**config.mk**
```make
export PLATFORM = sky130hd
export DESIGN_NAME = hlmc_ctrl
export DESIGN_NICKNAME = d
export VERILOG_FILES = /design/src/hlmc_pkg.sv /design/src/hlmc_ctrl.sv
export SDC_FILE = /design/constraint.sdc
export NUM_CORES = 1
export LEC_CHECK = 0
export ABC_AREA = 1
export BUFFER_PORTS_ARGS = -buffer_cell sky130_fd_sc_hd__buf_4
export CORE_AREA = 2 2 39 41
export DETAILED_ROUTE_END_ITERATION = 10
export DIE_AREA = 0 0 41 43
export GPL_TIMING_DRIVEN = 0
export PLACE_DENSITY = 0.53
export SLEW_MARGIN = 25
export SYNTH_ARGS = -nofsm -noshare
export SYNTH_HDL_FRONTEND = slang
export SYNTH_SLANG_ARGS = --single-unit
```
**constraint.sdc**
```tcl
create_clock -name clk_i -period 1.04 [get_ports clk_i]
set_input_delay 0.052 -clock clk_i [delete_from_list [all_inputs] [get_ports clk_i]]
set_output_delay 0.052 -clock clk_i [all_outputs]
set_load 0.005 [all_outputs]
```
**src/hlmc_pkg.sv**
```systemverilog
// ----------------------------------------------------------------------------
// hlmc_pkg
// Shared types and constants of the hot line migration controller: the
// controller state encoding, the command and status groups between the
// controller and the datapath, and the counter and register constants.
// ----------------------------------------------------------------------------
package hlmc_pkg;

  // Saturating access counter held in each remap entry
  localparam int unsigned CntW = 7;
  localparam logic [CntW-1:0] CntMax = 7'd127;

  // Promotion threshold register
  localparam int unsigned ThreshW = 7;
  localparam logic [ThreshW-1:0] ThreshReset = 7'd16;

  // Command index within one access: up to four commands
  localparam int unsigned CmdIdxW = 2;

  // Issue time
  localparam int unsigned TimeW = 32;
  localparam logic [TimeW-1:0] TimeMax = 32'hFFFF_FFFF;

  typedef enum logic [1:0] {
    ST_CLEAR,   // sweep the remap table after reset
    ST_IDLE,    // wait for an access word
    ST_LOOKUP,  // entry read back, decide and write back
    ST_EMIT     // issue commands, one per cycle while the output register is free
  } state_e;

  // Controller to datapath
  typedef struct packed {
    logic               clr_en;
    logic               load;
    logic               decide;
    logic               emit;
    logic [CmdIdxW-1:0] idx;
  } ctrl_cmd_t;

  // Datapath to controller
  typedef struct packed {
    logic clr_done;
    logic out_free;
    logic last_cmd;
  } dp_status_t;

endpackage

```
**src/hlmc_ctrl.sv**
```systemverilog
// ----------------------------------------------------------------------------
// hlmc_ctrl
// Controller: clearing sweep after reset, access intake, decision cycle and
// command sequencing into the output register.
// ----------------------------------------------------------------------------
module hlmc_ctrl (
  input  logic                 clk_i,
  input  logic                 rst_ni,
  input  logic                 in_valid_i,
  output logic                 in_ready_o,
  input  hlmc_pkg::dp_status_t status_i,
  output hlmc_pkg::ctrl_cmd_t  cmd_o
);
  import hlmc_pkg::*;

  state_e             state_q, state_d;
  logic [CmdIdxW-1:0] idx_q, idx_d;

  // Next state
  always_comb begin
    state_d = state_q;
    idx_d   = idx_q;
    unique case (state_q)
      ST_CLEAR: begin
        if (status_i.clr_done) state_d = ST_IDLE;
      end
      ST_IDLE: begin
        if (in_valid_i) state_d = ST_LOOKUP;
      end
      ST_LOOKUP: begin
        state_d = ST_EMIT;
        idx_d   = '0;
      end
      ST_EMIT: begin
        if (status_i.out_free) begin
          if (status_i.last_cmd) begin
            state_d = ST_IDLE;
            idx_d   = '0;
          end else begin
            idx_d = idx_q + 1'b1;
          end
        end
      end
      default: state_d = ST_CLEAR;
    endcase
  end

  // Outputs
  always_comb begin
    cmd_o.clr_en = (state_q == ST_CLEAR);
    cmd_o.load   = (state_q == ST_IDLE) && in_valid_i;
    cmd_o.decide = (state_q == ST_LOOKUP);
    cmd_o.emit   = (state_q == ST_EMIT) && status_i.out_free;
    cmd_o.idx    = idx_q;
    in_ready_o   = (state_q == ST_IDLE);
  end

  always_ff @(posedge clk_i or negedge rst_ni) begin
    if (!rst_ni) begin
      state_q <= ST_CLEAR;
      idx_q   <= '0;
    end else begin
      state_q <= state_d;
      idx_q   <= idx_d;
    end
  end

`ifndef NO_ASSERTIONS
  // An accepted word always goes straight to the decision cycle
  a_load_lookup: assert property (@(posedge clk_i) disable iff (!rst_ni)
    cmd_o.load |=> state_q == ST_LOOKUP)
    else $error("accepted word did not enter lookup");

  // The decision cycle always hands over to command issue at index zero
  a_lookup_emit: assert property (@(posedge clk_i) disable iff (!rst_ni)
    state_q == ST_LOOKUP |=> (state_q == ST_EMIT) && (idx_q == '0))
    else $error("lookup not followed by emit");

  // Issuing the final command returns to idle
  a_last_idle: assert property (@(posedge clk_i) disable iff (!rst_ni)
    (cmd_o.emit && status_i.last_cmd) |=> state_q == ST_IDLE)
    else $error("final command did not end the sequence");

  // The command index is at rest outside of command issue
  a_idx_rest: assert property (@(posedge clk_i) disable iff (!rst_ni)
    state_q == ST_IDLE |-> idx_q == '0)
    else $error("command index not cleared");
`endif

endmodule

```
==> flow_summary.ini <==
[timing]
worst_pin_slew_ps = 190.3
fin_setup_tns_ps = -975.0
slew_viol_final = 0
clock_skew_ps = 1.042
finalCritPeriodShare_pct = 114.0
setup_ws_ps = -146.0
fmax_mhz = 843.2
setup_viol = 9
hold_viol = 0
rsz0062_at_grt = true
min_period_ps = 1186
relSlewSlack_pct = 87.31

[drt]
antenna_left = 0
vias_per_cell = 4.229
wire_per_inst_um = 10.59
dr.pass1.iters = 4
drc_errors = 0
drtIter0Drc = 4
drt-total-wl_um = 879
vias = 351

[synth]
ys_types = 13
synth_nets = 54
netlist_area_um2 = 317.8
synth.avg_cell_area_um2 = 7.391
ys_seq_area_share_pct = 31.50
synth-seq-cells = 4
ys.warnings.count = 0
synth_cells = 43

[clocking]
clock-root-buffer = clkbuf_4
cts-htree-levels = 1
numClockSinks = 4
path_clk_slew_ps = 40
cts_max_path_buffers = 2
clk_latency_ps = 230
cts_buffers = 3
cts_tree = built

[die]
rows = 14
coreArea_um2 = 1384
die_area_um2 = 1763
start_util_pct = 22.97
ioPinCount = 13
die_w_um = 41
die_h_um = 43

[global_route]
antenna_found_initial = 0
grt_max_degree = 6
met3_usage_pct = 1.571
grt.busiest_layer = met2
use_met1_pct = 12.66
grt_overflow_total = 0
track_usage_pct = 11.08
grt_pass1_vias = 338
use_met2_pct = 18.44
grt_pass1_wl_mm = 1.324

[power_and_ir_drop]
power_frac_seq_pct = 21.6
power_density_nw_per_um2 = 2866
netSwitchingPower_uw = 723.8
clkPwrFrac_pct = 10.4
cellLeakagePower_uw = 0.0003338
p_total_uw = 1775
ir_drop_uv = 1001
combPwrFrac_pct = 68.0
p_int_uw = 1051
switching_share_pct = 40.79

[critical_path]
crit_path_start_kind = flip-flop
rrSetupSlack_ps = -150
crit_type = reg2reg
r2r_cells = 7
crit_fanout = 5
crit_path_end = state_q[1]$_DFFE_PN0P_
r2r_end = state_q[1]$_DFFE_PN0P_
crit_required_ps = 1150
worstSetupEndpointType = flip-flop
startpoint = state_q[0]$_DFFE_PN0P_
rr_startpoint = state_q[0]$_DFFE_PN0P_
cp_data_arrival_time_ps = 1300

[status]
violations = negative setup slack
status = finished, violations left

[cells_and_area]
fin_nets = 80
drive_gt1_share_pct = 65.67
area_growth_pct = 94.88
antenna_cells = 0

[placed_design]
dp_hpwl_um = 521.9
gp_congestion = 0.7102
numPortBuffers = 12

[hold_path]
hold_class = in2async

[run]
maxCapViolations = 0
## final cells by class
class,count,area (um^2)
inverters,11,43.79
multi-input cells,28,247.7
fillers,137,764.5
clock buffers,3,22.52
flip-flops and latches,4,102.6
repair buffers,21,182.7
well taps,16,20.02
## flip-flops by register name, summed over array words and instances (netlist names)
register,flops
idx_q,2
state_q,2
## synth_stat cells
master    number  share of area [%]
inv_1         10                 12
dfrtp_1        4                 31
nand2_1       11                 13
nor2_1         2                2.4
nand2_2        3                5.9
inv_2          1                1.2
a21oi_2        1                2.8
nand4_1        1                2.0
nand3_1        2                3.1
o21ai_2        1                2.8
ha_1           5                 20
nand3b_1       1                2.4
a21oi_1        1                1.6
## cell usage in the layout (no fill, tap or decap), types with 2 or more instances in the layout
| cell type | instances |
|---|---|
| inv_2 | 4 |
| ha_4 | 3 |
| clkbuf_4 | 3 |
| inv_1 | 6 |
| dfrtp_2 | 2 |
| nand2_4 | 2 |
| buf_6 | 6 |
| nand3_1 | 2 |
| nand2_2 | 5 |
| nand2_1 | 7 |
| a21oi_2 | 2 |
| nor2_1 | 2 |
| dfrtp_1 | 2 |
| buf_4 | 14 |
## per-stage QoR
step	hold slack [ps]	setup slack (ps)	cells	util (%)	cell area, um^2
global placement	-151.9	-124.2	71	31.46	435.4
detailed placement	-149.3	-130.7	71	31.46	435.4
global route	180.6	-215.6	83	44.76	619.3
floorplan	-243.6	-17.41	43	-	325.3
CTS	134.1	-118.6	81	40.60	561.8
finish	158.1	-146.0	83	44.76	619.3
## routing by layer
metal  share of wire, %  vias to the layer above
met1                 37                      165
li1                   -                      176
met3                4.6                        0
met5                  0                        -
met4                  0                        0
met2                 58                       10
## cells by family after synthesis
logic type | after synthesis | share of synthesized area, %
fa+ha+maj | 5 | 19.69
compound gates | 3 | 7.086
simple gates | 20 | 28.74
buf+inv | 11 | 12.99
flops | 4 | 31.50
## critical path: stages (launching register included)
cell and delay [ps]:
dfrtp_2 460, ha_4 200, nand2_1 90, nand2_2 60, inv_2 70, nand2_2 60
nand2_1 70, nand2_1 50
## power groups by stage
stage               Combinational [uW]  Clock [uW]  Sequential, uW
floorplan                          461           0             315
global placement                   708           0             336
CTS                                992         193             370
finish                            1210         185             383
detailed placement                 717           0             338
global route                      1360         206             395
## what timing repair did
item / CTS / global route
hold buffers: 1 / 0
resized for setup: 12 / 12
hold endpoints to repair: 4 / 0
buffers inserted: 6 / 2
pin swaps: 7 / 3
setup endpoints to repair: 9 / 9
## how the worst min path moves through the flow
stage                     depth (start not counted)                   end  slack [ps]   startpoint
after CTS                                         4  idx_q[1]$_DFFE_PN0P_         130  status_i[1]
after floorplan                                   0  idx_q[0]$_DFFE_PN0P_        -240       rst_ni
final                                             2  idx_q[1]$_DFFE_PN0P_         160       rst_ni
after global routing                              2  idx_q[1]$_DFFE_PN0P_         180       rst_ni
after detailed placement                          1  idx_q[1]$_DFFE_PN0P_        -150       rst_ni
after global placement                            1  idx_q[0]$_DFFE_PN0P_        -150       rst_ni
No activity file was read; power rests on OpenSTA's default activity.
